### config.mk
export PLATFORM = sky130hd
export DESIGN_NAME = base64_stream_codec_top_flat
export DESIGN_NICKNAME = d
export VERILOG_FILES = /design/src/hw/rtl/b64sc_pkg.sv /design/src/hw/rtl/b64sc_if.sv /design/src/hw/rtl/b64sc_front.sv /design/src/hw/rtl/b64sc_fifo.sv /design/src/hw/rtl/b64sc_back.sv /design/src/hw/rtl/base64_stream_codec_top.sv /design/src/flat_wrapper.sv
export SDC_FILE = /design/constraint.sdc
export NUM_CORES = 1
export LEC_CHECK = 0
export ABC_AREA = 1
export BUFFER_PORTS_ARGS = -buffer_cell sky130_fd_sc_hd__buf_2
export CORE_UTILIZATION = 50
export DETAILED_ROUTE_END_ITERATION = 6
export HOLD_SLACK_MARGIN = 0.03
export PLACE_DENSITY = 0.77
export SLEW_MARGIN = 20
export SYNTH_ARGS = -nofsm -noshare
export SYNTH_HDL_FRONTEND = slang
export SYNTH_SLANG_ARGS = --single-unit
### constraint.sdc
create_clock -name clk -period 3.68 [get_ports clk]
set_clock_uncertainty 0.1 [all_clocks]
set_input_delay 0.552 -clock clk [delete_from_list [all_inputs] [get_ports clk]]
set_output_delay 0.552 -clock clk [all_outputs]
set_load 0.01 [all_outputs]
### src/hw/rtl/b64sc_pkg.sv
`timescale 1ns / 1ps

package b64sc_pkg;

	// The most results that one request can produce (an encode flush).
	localparam int MAX_RUN = 4;
	localparam int RUN_CNT_W = $clog2(MAX_RUN + 1);

	localparam logic [7:0] PAD_CHAR = 8'h3D;

	// Element 63 holds 'A', so the character for a six-bit value v sits at 63 - v.
	localparam logic [63:0][7:0] ALPHABET =
		"ABCDEFGHIJKLMNOPQRSTUVWXYZabcdefghijklmnopqrstuvwxyz0123456789+/";

	// All results caused by one request, in output order.
	typedef struct packed {
		logic [RUN_CNT_W-1:0] count;
		logic [MAX_RUN-1:0][7:0] chars;
		logic eom;
	} run_t;

	typedef struct packed {
		logic valid;
		run_t run;
	} push_t;

	typedef struct packed {
		logic ok;
		logic [5:0] value;
	} symbol_t;

	function automatic logic [7:0] enc_char(input logic [5:0] six);
		return ALPHABET[6'd63 - six];
	endfunction

	function automatic symbol_t symbol_value(input logic [7:0] c);
		symbol_t s;
		s.ok = 1'b1;
		s.value = '0;
		unique case (c) inside
			[8'h41:8'h5A]: s.value = 6'(c - 8'h41);
			[8'h61:8'h7A]: s.value = 6'(c - 8'd71);
			[8'h30:8'h39]: s.value = 6'(c + 8'd4);
			8'h2B: s.value = 6'd62;
			8'h2F: s.value = 6'd63;
			default: s.ok = 1'b0;
		endcase
		return s;
	endfunction

endpackage

### src/hw/rtl/b64sc_if.sv
`timescale 1ns / 1ps

interface b64sc_in_if;
	logic valid;
	logic ready;
	logic [7:0] data_byte;
	logic end_of_message;

	modport source (output valid, output data_byte, output end_of_message, input ready);
	modport sink (input valid, input data_byte, input end_of_message, output ready);
endinterface

interface b64sc_out_if;
	logic valid;
	logic ready;
	logic [7:0] out_byte;
	logic last_of_run;
	logic message_done;

	modport source (output valid, output out_byte, output last_of_run,
		output message_done, input ready);
	modport sink (input valid, input out_byte, input last_of_run,
		input message_done, output ready);
endinterface

interface b64sc_cfg_if;
	logic valid;
	logic ready;
	logic mode_decode;

	modport source (output valid, output mode_decode, input ready);
	modport sink (input valid, input mode_decode, output ready);
endinterface

### src/hw/rtl/b64sc_front.sv
`timescale 1ns / 1ps

module b64sc_front (
	input  logic clk,
	input  logic arst_n,
	input  logic in_valid,
	output logic in_ready,
	input  logic [7:0] data_byte,
	input  logic end_of_message,
	input  logic cfg_valid,
	input  logic cfg_mode_decode,
	input  logic queue_full,
	output b64sc_pkg::push_t push
);

	logic mode_q;
	logic [1:0] phase_q;
	logic [5:0] carry_q;
	logic stopped_q;

	logic [1:0] nxt_phase;
	logic [5:0] nxt_carry;
	logic nxt_stopped;
	b64sc_pkg::run_t run;
	b64sc_pkg::symbol_t sym;
	logic accept;

	assign in_ready = !queue_full;
	assign accept = in_valid && in_ready;
	assign sym = b64sc_pkg::symbol_value(data_byte);

	always_comb begin
		run = '0;
		run.eom = end_of_message;
		nxt_phase = phase_q;
		nxt_carry = carry_q;
		nxt_stopped = stopped_q;
		if (!mode_q) begin
			unique case (phase_q)
				2'd0: begin
					run.chars[0] = b64sc_pkg::enc_char(data_byte[7:2]);
					run.count = 3'd1;
					nxt_carry = {4'b0, data_byte[1:0]};
					nxt_phase = 2'd1;
				end
				2'd1: begin
					run.chars[0] = b64sc_pkg::enc_char({carry_q[1:0], data_byte[7:4]});
					run.count = 3'd1;
					nxt_carry = {2'b0, data_byte[3:0]};
					nxt_phase = 2'd2;
				end
				default: begin
					run.chars[0] = b64sc_pkg::enc_char({carry_q[3:0], data_byte[7:6]});
					run.chars[1] = b64sc_pkg::enc_char(data_byte[5:0]);
					run.count = 3'd2;
					nxt_carry = '0;
					nxt_phase = 2'd0;
				end
			endcase
			// Flush a partial group with padding at the end of the message.
			if (end_of_message) begin
				if (phase_q == 2'd0) begin
					run.chars[1] = b64sc_pkg::enc_char({data_byte[1:0], 4'b0});
					run.chars[2] = b64sc_pkg::PAD_CHAR;
					run.chars[3] = b64sc_pkg::PAD_CHAR;
					run.count = 3'd4;
				end else if (phase_q == 2'd1) begin
					run.chars[1] = b64sc_pkg::enc_char({data_byte[3:0], 2'b0});
					run.chars[2] = b64sc_pkg::PAD_CHAR;
					run.count = 3'd3;
				end
			end
		end else if (!stopped_q) begin
			if (!sym.ok) begin
				nxt_stopped = 1'b1;
			end else begin
				unique case (phase_q)
					2'd0: begin
						nxt_carry = sym.value;
						nxt_phase = 2'd1;
					end
					2'd1: begin
						run.chars[0] = {carry_q, sym.value[5:4]};
						run.count = 3'd1;
						nxt_carry = {2'b0, sym.value[3:0]};
						nxt_phase = 2'd2;
					end
					2'd2: begin
						run.chars[0] = {carry_q[3:0], sym.value[5:2]};
						run.count = 3'd1;
						nxt_carry = {4'b0, sym.value[1:0]};
						nxt_phase = 2'd3;
					end
					default: begin
						run.chars[0] = {carry_q[1:0], sym.value};
						run.count = 3'd1;
						nxt_carry = '0;
						nxt_phase = 2'd0;
					end
				endcase
			end
		end
	end

	always_comb begin
		push.valid = accept && (run.count != '0);
		push.run = run;
	end

	always_ff @(posedge clk or negedge arst_n) begin
		if (!arst_n) begin
			mode_q <= 1'b0;
			phase_q <= '0;
			carry_q <= '0;
			stopped_q <= 1'b0;
		end else if (cfg_valid) begin
			mode_q <= cfg_mode_decode;
			phase_q <= '0;
			carry_q <= '0;
			stopped_q <= 1'b0;
		end else if (accept) begin
			if (end_of_message) begin
				phase_q <= '0;
				carry_q <= '0;
				stopped_q <= 1'b0;
			end else begin
				phase_q <= nxt_phase;
				carry_q <= nxt_carry;
				stopped_q <= nxt_stopped;
			end
		end
	end

endmodule

### src/hw/rtl/b64sc_fifo.sv
`timescale 1ns / 1ps

module b64sc_fifo #(
	parameter int DEPTH = 2
) (
	input  logic clk,
	input  logic arst_n,
	input  b64sc_pkg::push_t push,
	output logic full,
	input  logic pop,
	output logic empty,
	output b64sc_pkg::run_t head
);

	localparam int PTR_W = (DEPTH > 1) ? $clog2(DEPTH) : 1;
	localparam int CNT_W = $clog2(DEPTH + 1);

	b64sc_pkg::run_t slots_q [DEPTH];
	logic [PTR_W-1:0] wr_ptr_q;
	logic [PTR_W-1:0] rd_ptr_q;
	logic [CNT_W-1:0] count_q;
	logic do_push;
	logic do_pop;

	assign full = (count_q == CNT_W'(DEPTH));
	assign empty = (count_q == '0);
	assign do_push = push.valid && !full;
	assign do_pop = pop && !empty;
	assign head = slots_q[rd_ptr_q];

	function automatic logic [PTR_W-1:0] bump(input logic [PTR_W-1:0] p);
		return (p == PTR_W'(DEPTH - 1)) ? '0 : p + 1'b1;
	endfunction

	always_ff @(posedge clk) begin
		if (do_push) begin
			slots_q[wr_ptr_q] <= push.run;
		end
	end

	always_ff @(posedge clk or negedge arst_n) begin
		if (!arst_n) begin
			wr_ptr_q <= '0;
			rd_ptr_q <= '0;
			count_q <= '0;
		end else begin
			if (do_push) begin
				wr_ptr_q <= bump(wr_ptr_q);
			end
			if (do_pop) begin
				rd_ptr_q <= bump(rd_ptr_q);
			end
			if (do_push && !do_pop) begin
				count_q <= count_q + 1'b1;
			end else if (do_pop && !do_push) begin
				count_q <= count_q - 1'b1;
			end
		end
	end

endmodule

### src/hw/rtl/b64sc_back.sv
`timescale 1ns / 1ps

module b64sc_back (
	input  logic clk,
	input  logic arst_n,
	input  logic queue_empty,
	input  b64sc_pkg::run_t head,
	output logic pop,
	output logic out_valid,
	input  logic out_ready,
	output logic [7:0] out_byte,
	output logic last_of_run,
	output logic message_done
);

	b64sc_pkg::run_t cur_q;
	logic [1:0] idx_q;
	logic busy_q;
	logic is_last;

	assign is_last = ({1'b0, idx_q} + 3'd1) == cur_q.count;
	assign out_valid = busy_q;
	assign out_byte = cur_q.chars[idx_q];
	assign last_of_run = is_last;
	assign message_done = is_last && cur_q.eom;

	// Take the next run when idle or when the last result of this one leaves.
	assign pop = !queue_empty && (!busy_q || (out_ready && is_last));

	always_ff @(posedge clk) begin
		if (pop) begin
			cur_q <= head;
		end
	end

	always_ff @(posedge clk or negedge arst_n) begin
		if (!arst_n) begin
			busy_q <= 1'b0;
			idx_q <= '0;
		end else if (pop) begin
			busy_q <= 1'b1;
			idx_q <= '0;
		end else if (busy_q && out_ready) begin
			if (is_last) begin
				busy_q <= 1'b0;
				idx_q <= '0;
			end else begin
				idx_q <= idx_q + 1'b1;
			end
		end
	end

endmodule

### src/hw/rtl/base64_stream_codec_top.sv
`timescale 1ns / 1ps
// A run goes into the queue, then into the back end's register before its first result shows.
// The output side drives one result per cycle while out_ready is high; a request causes
// 1 to 4 results, and encoding gives four results per three input bytes.
// A request that produces no result leaves nothing in the queue.
// Reset (arst_n low, asynchronous) selects encode mode and clears the codec and queue state.

module base64_stream_codec_top #(
	parameter int QUEUE_DEPTH = 2
) (
	input logic clk,
	input logic arst_n,
	b64sc_in_if.sink in_ch,
	b64sc_out_if.source out_ch,
	b64sc_cfg_if.sink cfg
);

	// The front end classifies each request and computes every result it
	// causes in the cycle it accepts it, handing them over as one run to a short queue.
	// The back end drains runs one result at a time, so a stalled output only
	// backs up into the queue and the front end keeps accepting until it fills.

	b64sc_pkg::push_t push;
	b64sc_pkg::run_t head;
	logic queue_full;
	logic queue_empty;
	logic pop;

	// Mode writes must arrive only while the codec is idle, which the block does not enforce; they are always taken.
	assign cfg.ready = 1'b1;

	b64sc_front u_front (
		.clk(clk),
		.arst_n(arst_n),
		.in_valid(in_ch.valid),
		.in_ready(in_ch.ready),
		.data_byte(in_ch.data_byte),
		.end_of_message(in_ch.end_of_message),
		.cfg_valid(cfg.valid),
		.cfg_mode_decode(cfg.mode_decode),
		.queue_full(queue_full),
		.push(push)
	);

	// Each queue entry holds the complete run of one request.
	b64sc_fifo #(
		.DEPTH(QUEUE_DEPTH)
	) u_fifo (
		.clk(clk),
		.arst_n(arst_n),
		.push(push),
		.full(queue_full),
		.pop(pop),
		.empty(queue_empty),
		.head(head)
	);

	// The back end marks the final result of each run and, for the request
	// that ended the message, the final result of the message.
	b64sc_back u_back (
		.clk(clk),
		.arst_n(arst_n),
		.queue_empty(queue_empty),
		.head(head),
		.pop(pop),
		.out_valid(out_ch.valid),
		.out_ready(out_ch.ready),
		.out_byte(out_ch.out_byte),
		.last_of_run(out_ch.last_of_run),
		.message_done(out_ch.message_done)
	);

endmodule

### src/flat_wrapper.sv
// flat-port wrapper written by rule: the top's interface ports become plain ports
module base64_stream_codec_top_flat 
#(
	parameter int QUEUE_DEPTH = 2
)
  (clk, arst_n, in_ch_valid, in_ch_data_byte, in_ch_end_of_message, in_ch_ready, out_ch_valid, out_ch_out_byte, out_ch_last_of_run, out_ch_message_done, out_ch_ready, cfg_valid, cfg_mode_decode, cfg_ready);
  b64sc_in_if in_ch_i ();
  b64sc_out_if out_ch_i ();
  b64sc_cfg_if cfg_i ();
  input logic clk;
  input logic arst_n;
  input wire logic [$bits(in_ch_i.valid)-1:0] in_ch_valid;
  input wire logic [$bits(in_ch_i.data_byte)-1:0] in_ch_data_byte;
  input wire logic [$bits(in_ch_i.end_of_message)-1:0] in_ch_end_of_message;
  output wire logic [$bits(in_ch_i.ready)-1:0] in_ch_ready;
  output wire logic [$bits(out_ch_i.valid)-1:0] out_ch_valid;
  output wire logic [$bits(out_ch_i.out_byte)-1:0] out_ch_out_byte;
  output wire logic [$bits(out_ch_i.last_of_run)-1:0] out_ch_last_of_run;
  output wire logic [$bits(out_ch_i.message_done)-1:0] out_ch_message_done;
  input wire logic [$bits(out_ch_i.ready)-1:0] out_ch_ready;
  input wire logic [$bits(cfg_i.valid)-1:0] cfg_valid;
  input wire logic [$bits(cfg_i.mode_decode)-1:0] cfg_mode_decode;
  output wire logic [$bits(cfg_i.ready)-1:0] cfg_ready;
  assign in_ch_i.valid = in_ch_valid;
  assign in_ch_i.data_byte = in_ch_data_byte;
  assign in_ch_i.end_of_message = in_ch_end_of_message;
  assign in_ch_ready = in_ch_i.ready;
  assign out_ch_valid = out_ch_i.valid;
  assign out_ch_out_byte = out_ch_i.out_byte;
  assign out_ch_last_of_run = out_ch_i.last_of_run;
  assign out_ch_message_done = out_ch_i.message_done;
  assign out_ch_i.ready = out_ch_ready;
  assign cfg_i.valid = cfg_valid;
  assign cfg_i.mode_decode = cfg_mode_decode;
  assign cfg_ready = cfg_i.ready;
  base64_stream_codec_top #(.QUEUE_DEPTH(QUEUE_DEPTH)) u_core (.clk(clk), .arst_n(arst_n), .in_ch(in_ch_i), .out_ch(out_ch_i), .cfg(cfg_i));
endmodule
==> flow_metrics.tcl, run 1 <==
set metrics [dict create \
    cts_htree_levels 3 \
    hold_class "primary input to flop" \
    clkTransAtPathRegs_ns 0.08 \
    setup_viol 0 \
    area_delta_synth_final_pct 10.1 \
    yosysWarnings 0 \
    drive_gt1_frac 0.0909 \
    worstPathRequired_ns 3.78 \
    port_buffers 26 \
    p_leak_nw 2.78 \
    die_x_um 107 \
    synth_area_um2 5520 \
    drc_errors 0 \
    cp.depth 18 \
    ir_worst_vdd_mv 0.370 \
    place.gp.congestion 0.959 \
    max_freq_mhz 319 \
    cts_buffers 9 \
    grt_overflow 0 \
    grt_usage 0.262 \
    synth_edf_count 60 \
    antenna_found_initial 0 \
    via_per_inst 5.74 \
    grt_pass1_wl_um 23700 \
    min_period_ns 3.13 \
    async_flop_share 0.221 \
    vias 5138 \
    synthCells 725 \
    synthXorXnorAreaFrac 0.0143 \
    antenna_left 0 \
    syn_area_per_cell_um2 7.61 \
    drv_slew 0 \
    first_pass_iters 6 \
    synthAdderAreaFrac 0.101 \
    yosysMostFrequentCell "nand2_1" \
    max_slew_margin 0.544 \
    wirelength_um 13900 \
    grt_pass1_vias 5022 \
    worst_slew_pin_slew_ns 0.684 \
    dp.cells 878 \
    ys.flop_type "edfxtp_1" \
    final_nets 813 \
    clock_sinks 77 \
    dp_hpwl_um 10600 \
    synth_nets 784 \
    fp.coreArea_um2 10500 \
    critPathMostFrequentCell "nand2_1" \
    pwr_density_cell_nw_per_um2 500 \
    hold_ws_ns 0.306 \
    worstSetupStartpointType "primary input" \
    cp_max_fo 16 \
    wire_per_inst_um 15.6 \
    tns_ns 0 \
    yosysTopAreaCell "edfxtp_1" \
    diodes 0 \
    hold_violations 0 \
    ctsResizeCount 0 \
    holdBufCountCts 1 \
    synth_simple_gate_area_frac 0.258 \
    synth_compound_gate_area_share 0.156 \
    synthTopCellsByCount "nand2_1, o21ai_0, edfxtp_1" \
    cp_slowest_stage_delay_ns 0.33 \
    grt_max_degree 22 \
    netlist_top_cells_area "edfxtp_1, nand2_1, ha_1" \
    cts_setup_buffers 0 \
    dr.first_iter.drc_count 496 \
    synth_seq_area_share 0.404 \
    start_util 0.525 \
    run_status "complete, no violations" \
    cts-root-buf "clkbuf_8" \
    worstPathArrival_ns 3.23 \
    yosys.area.top_type_share 0.326 \
    ys_ff_latch 77 \
    rows 37 \
    path_class "primary input to flop" \
    ys_types 39 \
    muxShareOfSynthArea 0.00181 \
    insertion_delay_ns 0.35 \
    synth_top_family_by_area "simple AND/OR/NAND/NOR gates" \
    crit_slowest_cell "ha_1" \
    rsz0062_at_grt "no" \
    die_area_um2 11500 \
    cts_tree "built" \
    whs_path_depth 3 \
    crit_chain "buf_2, inv_1, ha_1, nand2_1, nor2_1, o21ai_0, nand2_2, ha_1, inv_1, or2_2, nand2_1, xor2_1, nand2_1, nand2_1, nand2_1, nand3_1, nand3_1, nand2_1" \
    worstPathBufferInverterCount 3 \
    clockBufferDepth 2 \
    drv_cap 0 \
    stdcell_count 895 \
    boundaryPins 28 \
    worst_r2r_path_depth 13 \
    die_h_um 107 \
    finalCritPeriodShare 0.851 \
    critPathTopFamily "simple AND/OR/NAND/NOR gates" \
    endpoint_kind "flop" \
]
==> power breakdown <==
part / internal, mW / switching, mW / total [mW]
clock network: 0.326 / 0.291 / 0.617
logic: 0.385 / 0.750 / 1.14
registers: 1.20 / 0.0910 / 1.29
==> tightest hold or removal path, cell delays in order <==
cell,delay [ns]
buf_2,0.08
nand2_1,0.04
nand2_1,0.06
==> worst paths after layout <==
kind	start	endpoint	slack (ns)
setup / recovery	in_ch_data_byte[2]	u_core.u_fifo.slots_q[0][1]$_DFFE_PP_	0.55
hold / removal	cfg_mode_decode	u_core.u_front.mode_q$_DFFE_PN0P_	0.31
setup reg to reg	u_core.u_front.phase_q[1]$_DFFE_PN0P_	u_core.u_fifo.count_q[1]$_DFFE_PN0P_	0.58
hold reg to reg	u_core.u_fifo.wr_ptr_q$_DFFE_PN0P_	u_core.u_fifo.wr_ptr_q$_DFFE_PN0P_	0.38
max in group asynchronous	arst_n	u_core.u_front.carry_q[1]$_DFFE_PN0P_	2.63
min in group asynchronous	arst_n	u_core.u_back.out_valid$_DFFE_PN0P_	0.56
==> per-stage QoR <==
stage | total power, mW | instance area (um^2) | util | setup slack, ns
detailed placement | 2.44 | 5870 | 0.558 | 0.263
finish | 3.04 | 6080 | 0.578 | 0.547
floorplan | 2.07 | 5520 | - | 0.336
global route | 3.27 | 6080 | 0.578 | 0.259
CTS | 3.05 | 6080 | 0.578 | 0.608
global placement | 2.40 | 5870 | 0.558 | 0.329
==> registers in the layout, indices dropped and copies added (netlist names) <==
name	count
u_core.u_fifo.slots_q	40
u_core.u_back.cur_q	20
u_core.u_front.carry_q	6
u_core.u_back.idx_q	2
u_core.u_fifo.count_q	2
u_core.u_front.phase_q	2
u_core.u_back.out_valid	1
u_core.u_fifo.rd_ptr_q	1
u_core.u_fifo.wr_ptr_q	1
u_core.u_front.mode_q	1
u_core.u_front.stopped_q	1
==> layout make-up <==
class / count / area (um^2)
Clock inverter: 3 / 16.3
Tap cell: 136 / 170
Sequential cell: 77 / 2230
Multi-Input combinational cell: 557 / 2940
Inverter: 64 / 241
Timing Repair Buffer: 45 / 300
Clock buffer: 13 / 181
Fill cell: 945 / 4430
==> cell usage in the layout (no fill, tap or decap), types with 3 or more instances in the layout <==
cell / netlist / routed
a211oi_1: 4 / 4
a21oi_1: 37 / 37
a221oi_1: 3 / 3
a31oi_1: 3 / 3
buf_2: 5 / 26
buf_4: 1 / 16
clkbuf_8: 0 / 9
clkinv_1: 4 / 4
clkinv_2: 1 / 3
dfrtp_1: 17 / 17
edfxtp_1: 60 / 60
ha_1: 43 / 43
inv_1: 59 / 59
nand2_1: 233 / 233
nand2_2: 4 / 4
nand3_1: 47 / 47
nand4_1: 4 / 4
nor2_1: 57 / 57
o211ai_1: 15 / 15
o21ai_0: 67 / 67
o221ai_1: 4 / 4
o22ai_1: 6 / 6
o31ai_1: 3 / 3
or2_2: 4 / 4
xnor2_1: 4 / 4
xor2_1: 5 / 5
==> per-layer routing <==
| metal | GRT usage | vias up | routed length (um) |
|---|---|---|---|
| met3 | 0.0267 | 50 | 848 |
| met1 | 0.324 | 2348 | 5830 |
| met4 | 0.116 | 0 | 486 |
| met5 | 0 | - | 0 |
| li1 | - | 2498 | - |
| met2 | 0.460 | 242 | 6760 |
==> logic make-up after synthesis <==
group	count (synthesis)
DFF	77
muxes	1
buffers and inverters	91
xor gates and xnor gates	9
adders and majority gates	44
other	1
AOI/OAI and AO/OA	149
and+or+nand+nor	353
Power figures use the tool's default switching activity.
==> run 2, diff against run 1 <==
Settings changed: CORE_MARGIN set to 2.
Clock period 3.68 ns to 2.9 ns, I/O delays scaled along.
==> flow_metrics.tcl, run 2 (synthesis gave the netlist of run 1 again) <==
set metrics [dict create \
    cts_setup_buffers 0 \
    sw_frac_of_total 0.375 \
    dr.first_iter.drc_count 477 \
    grt_pass1_vias 4919 \
    clkTransAtPathRegs_ns 0.08 \
    rows 38 \
    seq_power_share 0.416 \
    setup_viol 0 \
    clock_sinks 77 \
    hold_violations 0 \
    top_register "u_core.u_fifo.slots_q" \
    worstPathArrival_ns 2.77 \
    largest_reg_flops 40 \
    power.share.combinational 0.389 \
    grt_max_degree 22 \
    final_common_cell "nand2_1" \
    post-place-ws_ns -0.133 \
    power.share.clock 0.195 \
    reg2reg_to "u_core.u_fifo.slots_q[1][12]$_DFFE_PP_" \
    antenna_found_initial 0 \
    run_status "complete, no violations" \
    fin_area_um2 6370 \
    port_buffers 26 \
    clockBufferDepth 2 \
    switching_power_mw 1.48 \
    hold-path-endpoint "u_core.u_front.mode_q$_DFFE_PN0P_" \
    drv_slew 0 \
    whs_path_depth 3 \
    drv_cap 0 \
    place.gp.congestion 0.967 \
    cts-root-buf "clkbuf_8" \
    ir_worst_vdd_mv 0.479 \
    drive_gt1_frac 0.142 \
    max_freq_mhz 375 \
    p_leak_nw 2.95 \
    die_area_um2 11900 \
    cts_tree "built" \
    worst_slew_pin_slew_ns 0.651 \
    endpoint_kind "flop" \
    first_pass_iters 5 \
    fin_ws_ns 0.236 \
    hold_start "cfg_mode_decode" \
    grt_pass1_wl_um 23900 \
    grt_overflow 0 \
    path_class "primary input to flop" \
    r2r_slack_ns 0.35 \
    start_util 0.511 \
    via_per_inst 5.61 \
    reg2reg_from "u_core.u_front.phase_q[0]$_DFFE_PN0P_" \
    cts_htree_levels 3 \
    power.internal_mw 2.46 \
    worstPathRequired_ns 3.00 \
    antenna_left 0 \
    worst_r2r_path_depth 11 \
    diodes 0 \
    vias 5258 \
    finalCritPeriodShare 0.919 \
    die_h_um 109 \
    wirelength_um 14500 \
    placedInstanceArea_um2 6160 \
    insertion_delay_ns 0.34 \
    final_nets 851 \
    hold_class "primary input to flop" \
    wire_per_inst_um 15.5 \
    worstSetupStartpointType "primary input" \
    reg.largest.list "u_core.u_fifo.slots_q: 40 flops, u_core.u_back.cur_q: 20 flops, u_core.u_front.carry_q: 6 flops" \
    die_x_um 109 \
    area_delta_synth_final_pct 15.3 \
    layout.cells.most_common_list "nand2_1, o21ai_0, edfxtp_1, inv_1, nor2_1" \
    drc_errors 0 \
    grt_usage 0.256 \
    pwr_density_cell_nw_per_um2 619 \
    crit_start "in_ch_data_byte[7]" \
    min_period_ns 2.66 \
    rsz0062_at_grt "no" \
    dp_hpwl_um 11100 \
    boundaryPins 28 \
    hold_ws_ns 0.196 \
    cts_buffers 9 \
    fp.coreArea_um2 10800 \
    max_slew_margin 0.566 \
    cp_max_fo 5 \
]
run 2: cell count changes in the layout (fill, tap and decap cells not counted), sizes merged:
| cell | change |
|---|---|
| bufinv | +1 |
| clkinvlp | +1 |
| buf | +38 |
| inv | -1 |
| clkbuf | -4 |
| clkinv | +3 |
run 2: final cells by class:
type / count / area (um^2)
well taps: 140 / 175
multi-input cells: 557 / 2950
clock inverters: 7 / 66.3
clock buffers: 9 / 124
flip-flops and latches: 77 / 2230
repair buffers: 83 / 586
inverters: 64 / 241
fillers: 971 / 4430
run 2: routing by layer:
layer  up-vias  GRT usage  wire (um)  share of wire
li1       2579          -          -              -
met1      2427      0.314       6090           0.42
met2       226      0.467       7220           0.50
met3        26     0.0347        832          0.057
met4         0     0.0733        383          0.026
met5         -          0          0              0
run 2: worst max-delay path: stages:
cell and delay (ns):
buf_2 0.10, inv_1 0.06, ha_1 0.24, nand2_1 0.08, inv_1 0.07, nand2_1 0.05, nand2_1 0.05, nand2_1 0.06
nand2_2 0.11, inv_1 0.07, fa_1 0.38, or2_2 0.31, nand2_1 0.08, xor2_1 0.14, nand2_1 0.07, nand2_1 0.13
nand2_1 0.07, nand3_1 0.08, nand3_1 0.07, nand2_1 0.09
run 2: what timing repair did:
item	in CTS	in global routing
hold buffers	1	0
endpoints found under the setup margin	0	12
resized for setup	0	2
hold endpoints to repair	17	0
run 2: power by group through the flow:
stage	logic [mW]	clock network (mW)	registers [mW]
5_1_grt	1.73	0.822	1.66
3_5_place_dp	1.52	0	1.66
4_1_cts	1.53	0.776	1.64
6_report	1.53	0.768	1.64
2_1_floorplan	1.02	0	1.61
3_3_place_gp	1.47	0	1.65
run 2: worst max path at each step:
stage                                             to  slack, ns  cells after the start
2_1_floorplan  u_core.u_fifo.slots_q[1][0]$_DFFE_PP_       0.02                     11
3_3_place_gp   u_core.u_fifo.slots_q[0][3]$_DFFE_PP_      -0.01                     20
3_5_place_dp   u_core.u_fifo.slots_q[0][1]$_DFFE_PP_      -0.13                     20
4_1_cts        u_core.u_fifo.slots_q[1][1]$_DFFE_PP_       0.23                     20
5_1_grt        u_core.u_fifo.slots_q[1][1]$_DFFE_PP_      0.004                     20
6_report       u_core.u_fifo.slots_q[1][1]$_DFFE_PP_       0.24                     20
run 2: metrics by stage:
stage	setup TNS, ns	total power, mW	cells	util
after floorplan	0	2.63	725	-
after global placement	-0.0200	3.12	920	0.571
after detailed placement	-1.16	3.19	920	0.571
after CTS	0	3.95	937	0.590
after global routing	0	4.22	937	0.590
final	0	3.94	937	0.590
